==> config.mk <==
export PLATFORM = sky130hd
export DESIGN_NAME = piecewise_kinematic_speed_profile
export DESIGN_NICKNAME = d
export VERILOG_FILES = /design/src/design/pkspd_pkg.sv /design/src/design/piecewise_kinematic_speed_profile.sv /design/src/design/pkspd_mul.sv /design/src/design/pkspd_isqrt.sv
export VERILOG_INCLUDE_DIRS = /design/src /design/src/design
export SDC_FILE = /design/constraint.sdc
export NUM_CORES = 2
export LEC_CHECK = 0
export BUFFER_PORTS_ARGS = -buffer_cell sky130_fd_sc_hd__buf_2
export CORE_MARGIN = 3
export CORE_UTILIZATION = 42
export DETAILED_ROUTE_END_ITERATION = 10
export RECOVER_POWER = 50
export SYNTH_ARGS = -nofsm -noshare
export SYNTH_HDL_FRONTEND = slang
export SYNTH_SLANG_ARGS = --single-unit
==> constraint.sdc <==
create_clock -name clk_i -period 16.95 [get_ports clk_i]
set_input_delay 2.5425 -clock clk_i [delete_from_list [all_inputs] [get_ports clk_i]]
set_output_delay 2.5425 -clock clk_i [all_outputs]
set_load 0.02 [all_outputs]
==> src/design/assert_macros.svh <==
// ----------------------------------------------------------------------------
// assert_macros.svh
// Assertion macros shared by the speed profile RTL
// ----------------------------------------------------------------------------
`ifndef ASSERT_MACROS_SVH
`define ASSERT_MACROS_SVH

`ifndef ASSERT_OFF
// clocked check, disabled while reset is asserted
`define PK_ASSERT(lbl, clk, rst_n, prop, msg) \
  lbl: assert property (@(posedge clk) disable iff (!rst_n) (prop)) else $error(msg);
// clocked check that also holds through reset
`define PK_ASSERT_NR(lbl, clk, prop, msg) \
  lbl: assert property (@(posedge clk) (prop)) else $error(msg);
`else
`define PK_ASSERT(lbl, clk, rst_n, prop, msg)
`define PK_ASSERT_NR(lbl, clk, prop, msg)
`endif

`endif

==> src/design/pkspd_pkg.sv <==
// ----------------------------------------------------------------------------
// pkspd_pkg
// Types and constants of the piecewise kinematic speed profile
// ----------------------------------------------------------------------------
`default_nettype none

package pkspd_pkg;

  // sequencer states
  typedef enum logic [3:0] {
    ST_IDLE,
    ST_SQX,
    ST_SQY,
    ST_SUM,
    ST_ROOT1,
    ST_TOTAL,
    ST_DECIDE,
    ST_MULV,
    ST_MULA,
    ST_RAD,
    ST_ROOT2,
    ST_FINISH
  } pkspd_state_e;

  // speed segment chosen by distance
  typedef enum logic [2:0] {
    SEG_HOLD,
    SEG_ONE,
    SEG_TWO,
    SEG_THREE,
    SEG_PAST
  } pkspd_seg_e;

  // configuration register indexes
  localparam logic [2:0] CFG_ACCEL_ONE   = 3'd0;
  localparam logic [2:0] CFG_ACCEL_TWO   = 3'd1;
  localparam logic [2:0] CFG_ACCEL_THREE = 3'd2;
  localparam logic [2:0] CFG_END_ONE     = 3'd3;
  localparam logic [2:0] CFG_END_TWO     = 3'd4;
  localparam logic [2:0] CFG_END_THREE   = 3'd5;
  localparam logic [2:0] CFG_SPEED_ONE   = 3'd6;
  localparam logic [2:0] CFG_SPEED_TWO   = 3'd7;

  // distance tolerance around segment boundaries, 1/256 m
  localparam logic signed [33:0] EPS_DIST = 34'sd1;
  // saturation limit of the accumulated distance
  localparam logic signed [33:0] DIST_MAX = 34'sd2147483647;
  // result bits produced by the root unit, one per cycle
  localparam int unsigned ROOT_STEPS = 32;
  localparam int unsigned ROOT_CW    = $clog2(ROOT_STEPS);

  // shared multiplier request
  typedef struct packed {
    logic        en;
    logic [31:0] a;
    logic [31:0] b;
  } pkspd_mul_req_t;

  // root unit request and status
  typedef struct packed {
    logic        start;
    logic [63:0] rad;
  } pkspd_root_req_t;

  typedef struct packed {
    logic        busy;
    logic        done;
    logic [31:0] root;
  } pkspd_root_sts_t;

endpackage

`default_nettype wire

==> src/design/piecewise_kinematic_speed_profile.sv <==
// A point runs in order through the sequencer states; a first point skips the step root,
// and a point that needs no speed root goes from the segment choice or radicand to finish.
// One input transaction is taken at a time: the next is accepted only once the sequencer
// is back in idle; the shared bit-serial root unit, run up to twice per point, is the
// longest part of a point. Result waits in an output reg; a stalled result holds finish.
// Reset (rst_ni, asynchronous, active low) clears configuration, state, previous point and speed.
// ----------------------------------------------------------------------------
// piecewise_kinematic_speed_profile
// Target speed and accumulated distance per path point, sequenced over a
// shared multiplier and a shared square root unit
// ----------------------------------------------------------------------------
`default_nettype none
`include "assert_macros.svh"

module piecewise_kinematic_speed_profile
  import pkspd_pkg::*;
(
  input  wire logic         clk_i,
  input  wire logic         rst_ni,
  // configuration write port
  input  wire logic         cfg_we_i,
  input  wire logic [2:0]   cfg_idx_i,
  input  wire logic [31:0]  cfg_data_i,
  // input stream
  input  wire logic         s_axis_tvalid,
  output logic              s_axis_tready,
  // point_x[31:0], point_y[63:32], start_speed[79:64], start_offset[111:80],
  // lower_bound[127:112], upper_bound[143:128]
  input  wire logic [143:0] s_axis_tdata,
  // first_point[0]
  input  wire logic         s_axis_tuser,
  // output stream
  output logic              m_axis_tvalid,
  input  wire logic         m_axis_tready,
  // target_speed[15:0], planned_distance[47:16]
  output logic [47:0]       m_axis_tdata
);

  // configuration registers
  logic signed [15:0] accel_one_q, accel_two_q, accel_three_q;
  logic signed [31:0] end_one_q, end_two_q, end_three_q;
  logic [15:0]        speed_one_q, speed_two_q;

  // captured input transaction
  logic signed [31:0] px_q, py_q, off_q;
  logic               first_q;
  logic [15:0]        vs_q, lo_q, hi_q;

  // trajectory state
  logic signed [31:0] prev_x_q, prev_y_q, dist_q;
  logic [15:0]        prev_speed_q;

  // work registers
  pkspd_state_e       state_q, state_d;
  pkspd_seg_e         seg_q;
  logic [63:0]        sx_q;
  logic [32:0]        step_q;
  logic signed [31:0] total_q;
  logic [31:0]        span_q;
  logic [15:0]        amag_q;
  logic               aneg_q;
  logic [31:0]        vsq_q;
  logic [24:0]        root_q;
  logic               rneg_q;

  // output register
  logic               m_valid_q;
  logic [15:0]        out_speed_q;
  logic signed [31:0] out_dist_q;

  pkspd_mul_req_t     mul_req;
  logic [63:0]        mul_p;
  pkspd_root_req_t    root_req;
  pkspd_root_sts_t    root_sts;

  // shared units
  pkspd_mul u_mul (
    .clk_i  (clk_i),
    .req_i  (mul_req),
    .prod_o (mul_p)
  );

  pkspd_isqrt u_isqrt (
    .clk_i  (clk_i),
    .rst_ni (rst_ni),
    .req_i  (root_req),
    .sts_o  (root_sts)
  );

  // configuration writes
  always_ff @(posedge clk_i or negedge rst_ni) begin
    if (!rst_ni) begin
      accel_one_q   <= '0;
      accel_two_q   <= '0;
      accel_three_q <= '0;
      end_one_q     <= '0;
      end_two_q     <= '0;
      end_three_q   <= '0;
      speed_one_q   <= '0;
      speed_two_q   <= '0;
    end else if (cfg_we_i) begin
      case (cfg_idx_i)
        CFG_ACCEL_ONE:   accel_one_q   <= cfg_data_i[15:0];
        CFG_ACCEL_TWO:   accel_two_q   <= cfg_data_i[15:0];
        CFG_ACCEL_THREE: accel_three_q <= cfg_data_i[15:0];
        CFG_END_ONE:     end_one_q     <= cfg_data_i;
        CFG_END_TWO:     end_two_q     <= cfg_data_i;
        CFG_END_THREE:   end_three_q   <= cfg_data_i;
        CFG_SPEED_ONE:   speed_one_q   <= cfg_data_i[15:0];
        CFG_SPEED_TWO:   speed_two_q   <= cfg_data_i[15:0];
        default: ;
      endcase
    end
  end

  // coordinate differences and their magnitudes
  logic signed [32:0] dx, dy;
  logic [32:0]        dx_abs, dy_abs;
  logic [31:0]        ax, ay;
  always_comb begin
    dx     = {px_q[31], px_q} - {prev_x_q[31], prev_x_q};
    dy     = {py_q[31], py_q} - {prev_y_q[31], prev_y_q};
    dx_abs = dx[32] ? (-dx) : dx;
    dy_abs = dy[32] ? (-dy) : dy;
    ax     = dx_abs[31:0];
    ay     = dy_abs[31:0];
  end

  // sum of squares, carry out means the step saturates
  logic [64:0] sq_sum;
  assign sq_sum = {1'b0, sx_q} + {1'b0, mul_p};

  // accumulated distance with saturation
  logic signed [33:0] acc_sum;
  logic signed [31:0] total_new;
  always_comb begin
    acc_sum = {{2{dist_q[31]}}, dist_q} + {1'b0, step_q};
    if (first_q) begin
      total_new = off_q[31] ? off_q : '0;
    end else if (acc_sum > DIST_MAX) begin
      total_new = DIST_MAX[31:0];
    end else begin
      total_new = acc_sum[31:0];
    end
  end

  // segment selection by distance
  logic signed [33:0] tot34, e1, e2, e3;
  pkspd_seg_e         seg_new;
  logic signed [33:0] span_new;
  logic signed [15:0] accel_sel;
  logic [16:0]        accel_abs;
  always_comb begin
    tot34 = {{2{total_q[31]}}, total_q};
    e1    = {{2{end_one_q[31]}}, end_one_q};
    e2    = {{2{end_two_q[31]}}, end_two_q};
    e3    = {{2{end_three_q[31]}}, end_three_q};
    if (tot34 <= EPS_DIST) begin
      seg_new = SEG_HOLD;
    end else if (tot34 <= e1 + EPS_DIST) begin
      seg_new = SEG_ONE;
    end else if (tot34 > e1 && tot34 <= e2 + EPS_DIST) begin
      seg_new = SEG_TWO;
    end else if (tot34 > e2 && tot34 <= e3 + EPS_DIST) begin
      seg_new = SEG_THREE;
    end else begin
      seg_new = SEG_PAST;
    end
    case (seg_new)
      SEG_TWO: begin
        span_new  = tot34 - e1;
        accel_sel = accel_two_q;
      end
      SEG_THREE: begin
        span_new  = tot34 - e2;
        accel_sel = accel_three_q;
      end
      default: begin
        span_new  = tot34;
        accel_sel = accel_one_q;
      end
    endcase
    accel_abs = accel_sel[15] ? (-{accel_sel[15], accel_sel}) : {1'b0, accel_sel};
  end

  // base speed of the chosen segment
  logic [15:0] base_speed;
  always_comb begin
    case (seg_q)
      SEG_TWO:   base_speed = speed_one_q;
      SEG_THREE: base_speed = speed_two_q;
      default:   base_speed = vs_q;
    endcase
  end

  // radicand v^2 +/- 2*|a|*d
  logic [50:0]        twice_ad;
  logic signed [50:0] rad;
  logic               rad_pos;
  always_comb begin
    twice_ad = {2'b00, mul_p[47:0], 1'b0};
    rad      = {19'd0, vsq_q} + (aneg_q ? (-twice_ad) : twice_ad);
    rad_pos  = !rad[50] && (rad != '0);
  end

  // final speed selection and clamps
  logic [24:0] raw_speed;
  logic [24:0] lo_clamped;
  logic [15:0] speed_final;
  always_comb begin
    case (seg_q)
      SEG_HOLD:  raw_speed = {9'd0, vs_q};
      SEG_ONE:   raw_speed = rneg_q ? {9'd0, lo_q} : root_q;
      SEG_TWO:   raw_speed = root_q;
      SEG_THREE: raw_speed = root_q;
      default:   raw_speed = first_q ? {9'd0, vs_q} : {9'd0, prev_speed_q};
    endcase
    lo_clamped  = (raw_speed < {9'd0, lo_q}) ? {9'd0, lo_q} : raw_speed;
    speed_final = (lo_clamped > {9'd0, hi_q}) ? hi_q : lo_clamped[15:0];
  end

  logic out_free;
  assign out_free      = !m_valid_q || m_axis_tready;
  assign s_axis_tready = (state_q == ST_IDLE);

  // sequencer: next state and unit requests
  always_comb begin
    state_d        = state_q;
    mul_req        = '0;
    root_req.start = 1'b0;
    root_req.rad   = sq_sum[63:0];
    case (state_q)
      ST_IDLE: begin
        if (s_axis_tvalid) begin
          state_d = s_axis_tuser ? ST_TOTAL : ST_SQX;
        end
      end
      ST_SQX: begin
        mul_req = '{en: 1'b1, a: ax, b: ax};
        state_d = ST_SQY;
      end
      ST_SQY: begin
        mul_req = '{en: 1'b1, a: ay, b: ay};
        state_d = ST_SUM;
      end
      ST_SUM: begin
        if (sq_sum[64]) begin
          state_d = ST_TOTAL;
        end else begin
          root_req.start = 1'b1;
          state_d        = ST_ROOT1;
        end
      end
      ST_ROOT1: begin
        if (root_sts.done) begin
          state_d = ST_TOTAL;
        end
      end
      ST_TOTAL: begin
        state_d = ST_DECIDE;
      end
      ST_DECIDE: begin
        if (seg_new == SEG_HOLD || seg_new == SEG_PAST) begin
          state_d = ST_FINISH;
        end else begin
          state_d = ST_MULV;
        end
      end
      ST_MULV: begin
        mul_req = '{en: 1'b1, a: {16'd0, base_speed}, b: {16'd0, base_speed}};
        state_d = ST_MULA;
      end
      ST_MULA: begin
        mul_req = '{en: 1'b1, a: {16'd0, amag_q}, b: span_q};
        state_d = ST_RAD;
      end
      ST_RAD: begin
        root_req.rad = {13'd0, rad};
        if (rad_pos) begin
          root_req.start = 1'b1;
          state_d        = ST_ROOT2;
        end else begin
          state_d = ST_FINISH;
        end
      end
      ST_ROOT2: begin
        if (root_sts.done) begin
          state_d = ST_FINISH;
        end
      end
      ST_FINISH: begin
        if (out_free) begin
          state_d = ST_IDLE;
        end
      end
      default: state_d = ST_IDLE;
    endcase
  end

  // state register
  always_ff @(posedge clk_i or negedge rst_ni) begin
    if (!rst_ni) begin
      state_q <= ST_IDLE;
    end else begin
      state_q <= state_d;
    end
  end

  // trajectory state and output valid
  always_ff @(posedge clk_i or negedge rst_ni) begin
    if (!rst_ni) begin
      prev_x_q     <= '0;
      prev_y_q     <= '0;
      dist_q       <= '0;
      prev_speed_q <= '0;
      m_valid_q    <= 1'b0;
    end else begin
      if (state_q == ST_FINISH && out_free) begin
        prev_x_q     <= px_q;
        prev_y_q     <= py_q;
        dist_q       <= total_q;
        prev_speed_q <= speed_final;
        m_valid_q    <= 1'b1;
      end else if (m_axis_tready) begin
        m_valid_q <= 1'b0;
      end
    end
  end

  // payload and work registers
  always_ff @(posedge clk_i) begin
    case (state_q)
      ST_IDLE: begin
        if (s_axis_tvalid) begin
          px_q    <= s_axis_tdata[31:0];
          py_q    <= s_axis_tdata[63:32];
          vs_q    <= s_axis_tdata[79:64];
          off_q   <= s_axis_tdata[111:80];
          lo_q    <= s_axis_tdata[127:112];
          hi_q    <= s_axis_tdata[143:128];
          first_q <= s_axis_tuser;
        end
      end
      ST_SQY: begin
        sx_q <= mul_p;
      end
      ST_SUM: begin
        step_q <= 33'h1_0000_0000;
      end
      ST_ROOT1: begin
        step_q <= {1'b0, root_sts.root};
      end
      ST_TOTAL: begin
        total_q <= total_new;
      end
      ST_DECIDE: begin
        seg_q  <= seg_new;
        span_q <= span_new[31:0];
        amag_q <= accel_abs[15:0];
        aneg_q <= accel_sel[15];
      end
      ST_MULA: begin
        vsq_q <= mul_p[31:0];
      end
      ST_RAD: begin
        root_q <= '0;
        rneg_q <= rad[50];
      end
      ST_ROOT2: begin
        root_q <= root_sts.root[24:0];
      end
      ST_FINISH: begin
        if (out_free) begin
          out_speed_q <= speed_final;
          out_dist_q  <= total_q;
        end
      end
      default: ;
    endcase
  end

  assign m_axis_tvalid = m_valid_q;
  assign m_axis_tdata  = {out_dist_q, out_speed_q};

  // checks
  `PK_ASSERT(a_root_start_idle, clk_i, rst_ni, root_req.start |-> !root_sts.busy,
             "root unit started while busy")
  `PK_ASSERT(a_root_done_state, clk_i, rst_ni,
             root_sts.done |-> (state_q == ST_ROOT1 || state_q == ST_ROOT2),
             "root result outside a root state")
  `PK_ASSERT(a_accept_leaves_idle, clk_i, rst_ni,
             (s_axis_tvalid && s_axis_tready) |=> (state_q != ST_IDLE),
             "sequencer did not start after an input transaction")
  `PK_ASSERT(a_result_from_finish, clk_i, rst_ni,
             $rose(m_valid_q) |-> $past(state_q == ST_FINISH),
             "result raised outside the finish step")
  `PK_ASSERT_NR(a_ready_root_idle, clk_i, !(s_axis_tready && root_sts.busy),
                "ready while the root unit is busy")

endmodule

`default_nettype wire

==> src/design/pkspd_mul.sv <==
// ----------------------------------------------------------------------------
// pkspd_mul
// Shared 32 x 32 unsigned multiplier with a registered product
// ----------------------------------------------------------------------------
`default_nettype none

module pkspd_mul
  import pkspd_pkg::*;
(
  input  wire logic           clk_i,
  input  wire pkspd_mul_req_t req_i,
  output logic [63:0]         prod_o
);

  logic [63:0] prod_q;

  // product register, loaded on request
  always_ff @(posedge clk_i) begin
    if (req_i.en) begin
      prod_q <= req_i.a * req_i.b;
    end
  end

  assign prod_o = prod_q;

endmodule

`default_nettype wire

==> src/design/pkspd_isqrt.sv <==
// ----------------------------------------------------------------------------
// pkspd_isqrt
// Bit-serial integer square root of a 64-bit value, one result bit a cycle
// ----------------------------------------------------------------------------
`default_nettype none

module pkspd_isqrt
  import pkspd_pkg::*;
(
  input  wire logic            clk_i,
  input  wire logic            rst_ni,
  input  wire pkspd_root_req_t req_i,
  output pkspd_root_sts_t      sts_o
);

  logic [63:0]         val_q;
  logic [31:0]         rem_q;
  logic [31:0]         root_q;
  logic [ROOT_CW-1:0]  cnt_q;
  logic                busy_q;
  logic                done_q;

  logic [33:0] rem_shift;
  logic [33:0] trial;
  logic [33:0] rem_sub;
  logic        take;

  // one restoring step: bring down two radicand bits, try root*4+1
  always_comb begin
    rem_shift = {rem_q, val_q[63:62]};
    trial     = {root_q, 2'b01};
    take      = rem_shift >= trial;
    rem_sub   = take ? (rem_shift - trial) : rem_shift;
  end

  // control
  always_ff @(posedge clk_i or negedge rst_ni) begin
    if (!rst_ni) begin
      busy_q <= 1'b0;
      done_q <= 1'b0;
      cnt_q  <= '0;
    end else begin
      // done pulses for one cycle after the last step
      done_q <= !req_i.start && busy_q && (cnt_q == ROOT_CW'(ROOT_STEPS - 1));
      if (req_i.start) begin
        busy_q <= 1'b1;
        cnt_q  <= '0;
      end else if (busy_q) begin
        cnt_q <= cnt_q + 1'b1;
        if (cnt_q == ROOT_CW'(ROOT_STEPS - 1)) begin
          busy_q <= 1'b0;
        end
      end
    end
  end

  // datapath
  always_ff @(posedge clk_i) begin
    if (req_i.start) begin
      val_q  <= req_i.rad;
      rem_q  <= '0;
      root_q <= '0;
    end else if (busy_q) begin
      val_q  <= {val_q[61:0], 2'b00};
      rem_q  <= rem_sub[31:0];
      root_q <= {root_q[30:0], take};
    end
  end

  assign sts_o.busy = busy_q;
  assign sts_o.done = done_q;
  assign sts_o.root = root_q;

endmodule

`default_nettype wire

==> summary.md <==
| Metric | Value |
|---|---|
| Synthesis-to-layout area growth | `8.87%` |
| Post-Place Worst Slack | `2.70 ns` |
| Syn nets | `11487` |
| Worst EP arrival | `15.03 ns` |
| Seq/Total Area, Yosys | `27.8%` |
| Max-slew headroom | `-200%` |
| Unrepaired setup endpoints after global routing | `false` |
| Main area contributors after synthesis | `fa_1 20%, edfxtp_1 18%, ha_1 9.4%` |
| Post-cts resize count | `0` |
| Max-slew violation count | `782` |
| Grt total ovfl | `0` |
| Cell variety after synth | `102` |
| Max Cap Viol | `17` |
| WHS | `0.430 ns` |
| XOR/XNOR share of the synthesized area | `4.71%` |
| Fin Clk Skew | `0.112 ns` |
| Die X | `474 um` |
| GP Congestion | `1.01` |
| Main synth FF type | `edfxtp_1` |
| Layout cell share with drive strength beyond 1 | `8.99%` |
| Clock sink total | `924` |
| Setup Crit Path Kind | `reg -> reg` |
| Final setup viols | `0` |
| CTS tree | `done` |
| Total global-route track usage | `27.2%` |
| Initial core utilization | `42.3%` |
| Final core occ | `46.1%` |
| Syn Area/Cell | `9.47 um^2` |
| Fin Setup TNS | `0 ns` |
| DR iter-0 viols | `6773` |
| Multiplexer share of the synthesized area | `4.65%` |
| Fmax | `68.5 MHz` |
| Routed WL per cell | `24.2 um` |
| Max Root-Sink Buffers | `3` |
| Most frequent CP cell | `fa_1` |
| Violated checks | `capacitance limit, slew limit` |
| Crit path max fanout | `28` |
| Final wirelength | `308 mm` |
| Final net count | `11577` |
| Area share of the leading cell type in the synthesized netlist | `19.7%` |
| Crit path from | `px_q[0]$_DFFE_PP_` |
| Main combinational cell family by area after synthesis | `adder cells` |
| Final Critical Period | `14.60 ns` |
| Hold WC Path Type | `reg -> reg` |
| Synthesized area | `92000 um^2` |
| Post-synth EDFFs | `560` |
| Top-count cell post-synth | `inv_1` |
| Compound-gate portion of the synthesized area | `12.9%` |
| Synthesis warning total | `0` |
| Die height | `474 um` |
| Worst Hold Launch | `u_mul.prod_o[60]$_DFFE_PN_` |
| Port Buffers | `234` |
| Synth Area in Adders | `29.1%` |
| Skew-Pair Late Insertion Delay | `0.78 ns` |
| Number of global-route vias before repair | `74536` |
| Hold Vio Cnt, Final | `0` |
| Die area | `225000 um^2` |
| Pin count of the biggest net entering global routing | `171` |
| Worst Tran Pin Value | `4.50 ns` |
| RR Startpoint | `px_q[0]$_DFFE_PP_` |
| Critical Path Start Type | `flop` |
| CTS buffer count | `101` |
| Via density per instance | `5.75` |
| Hpwl dp | `239 mm` |
| Core footprint | `217000 um^2` |
| DR DRC count | `0` |
| Post-synth top area cell | `fa_1` |
| IO Count | `235` |
| Hold-fix buffers, CTS | `0` |
| Worst setup EP type | `flop` |
| Mapped Cells | `9707` |
| Initial antenna violation count | `18` |
| First-pass GRT wire length | `464 mm` |
| Clock tree root buffer cell | `clkbuf_16` |
| Final cycle utilization of the critical path | `86.1%` |
| CP required | `17.38 ns` |
| Post-CTS setup buffer count | `0` |
| Outcome | `finished, violations left` |
| Synth Register Bits | `924` |
| Drt pass-1 iters | `7` |
| # rows | `171` |
| H-tree Lvls | `3` |
| Vias | `73280` |
| Slowest CP cell | `o22a_1` |
| Synth top cells by count | `1404 x inv_1, 970 x nand2_1, 903 x fa_1` |
| Simple-Gate Fraction of Synth Area | `13.2%` |
| Final worst-path setup slack | `2.35 ns` |
| Max stage delay on crit path | `1.00 ns` |
| CTS clk-pin slew, worst paths | `0.07 ns` |
| Synth async-reset ratio | `32.5%` |
| Antenna-violating nets left | `0` |
-- registers in the layout, summed over array words and instances, names as in the netlist, 33 cells and up --
register and flops:
sx_q 64, step_q 33, u_mul.prod_o 64, u_isqrt.val_q 64
-- per-stage QoR --
stage | cell area [um^2] | instances
6_report | 100000 | 12745
5_1_grt | 100000 | 12739
4_1_cts | 100000 | 12737
3_5_place_dp | 96700 | 12547
3_3_place_gp | 96700 | 12547
2_1_floorplan | 92000 | 9707
-- cells in the final DEF (no fill, tap or decap), types with 159 or more instances in the layout --
master / synthesis / final
nor2_1: 776 / 775
buf_2: 17 / 182
xnor2_1: 326 / 326
mux2_2: 244 / 243
o21ai_0: 421 / 421
dfrtp_1: 300 / 299
fa_1: 903 / 903
a21oi_1: 444 / 433
inv_1: 1404 / 1404
ha_1: 692 / 692
a21o_1: 233 / 231
xor2_1: 167 / 167
edfxtp_1: 560 / 560
nand3_1: 159 / 159
nand2_1: 970 / 968
-- layout make-up --
| type | count | area, um^2 |
|---|---|---|
| sequential | 924 | 25600 |
| clock inverter | 62 | 865 |
| timing repair buffer | 407 | 2290 |
| multi-input combinational | 6954 | 59700 |
| inverter | 1409 | 5290 |
| tap | 2854 | 3570 |
| fill | 20717 | 117000 |
| antenna | 7 | 17.5 |
| clock buffer | 128 | 2760 |
-- critical path: cells and delay by family (launching register included) --
family / cells / cell delay (ns)
simple gates: 3 / 0.52
compound gates: 22 / 6.35
flops: 1 / 0.37
fa+ha+maj: 11 / 5.13
xor+xnor: 1 / 0.16
buf+inv: 9 / 1.65
-- cells by family (layout without fill, tap and decap cells) --
group	count (synthesis)	after routing
compound gates	1814	1814
xor+xnor	494	494
fa+ha+maj	1595	1595
buf+inv	1829	2006
flops	924	924
mux	381	381
other cells	0	7
simple gates	2670	2670
-- per-layer routing --
metal | vias up | wire length [um] | GRT usage [%]
li1 | 32911 | - | -
met1 | 36461 | 125000 | 35.5
met4 | 4 | 19400 | 13.9
met5 | - | 26 | 0
met3 | 779 | 24500 | 4.90
met2 | 3125 | 139000 | 43.5
-- path summary, 6_finish.rpt --
check	end	slack [ns]	cells past startpoint
setup / recovery	u_mul.prod_o[61]$_DFFE_PN_	2.35	46
hold / removal	sx_q[60]$_DFFE_PP_	0.43	0
setup reg to reg	u_mul.prod_o[61]$_DFFE_PN_	2.35	46
hold reg to reg	sx_q[60]$_DFFE_PP_	0.43	0
max in group asynchronous	u_isqrt.busy_q$_DFF_PN0_	8.46	2
min in group asynchronous	dist_q[0]$_DFFE_PN0P_	3.36	1
Power is left out: the tool's default activity adds up to more than one toggle a clock period on the data nets, which glitch-free logic cannot reach.
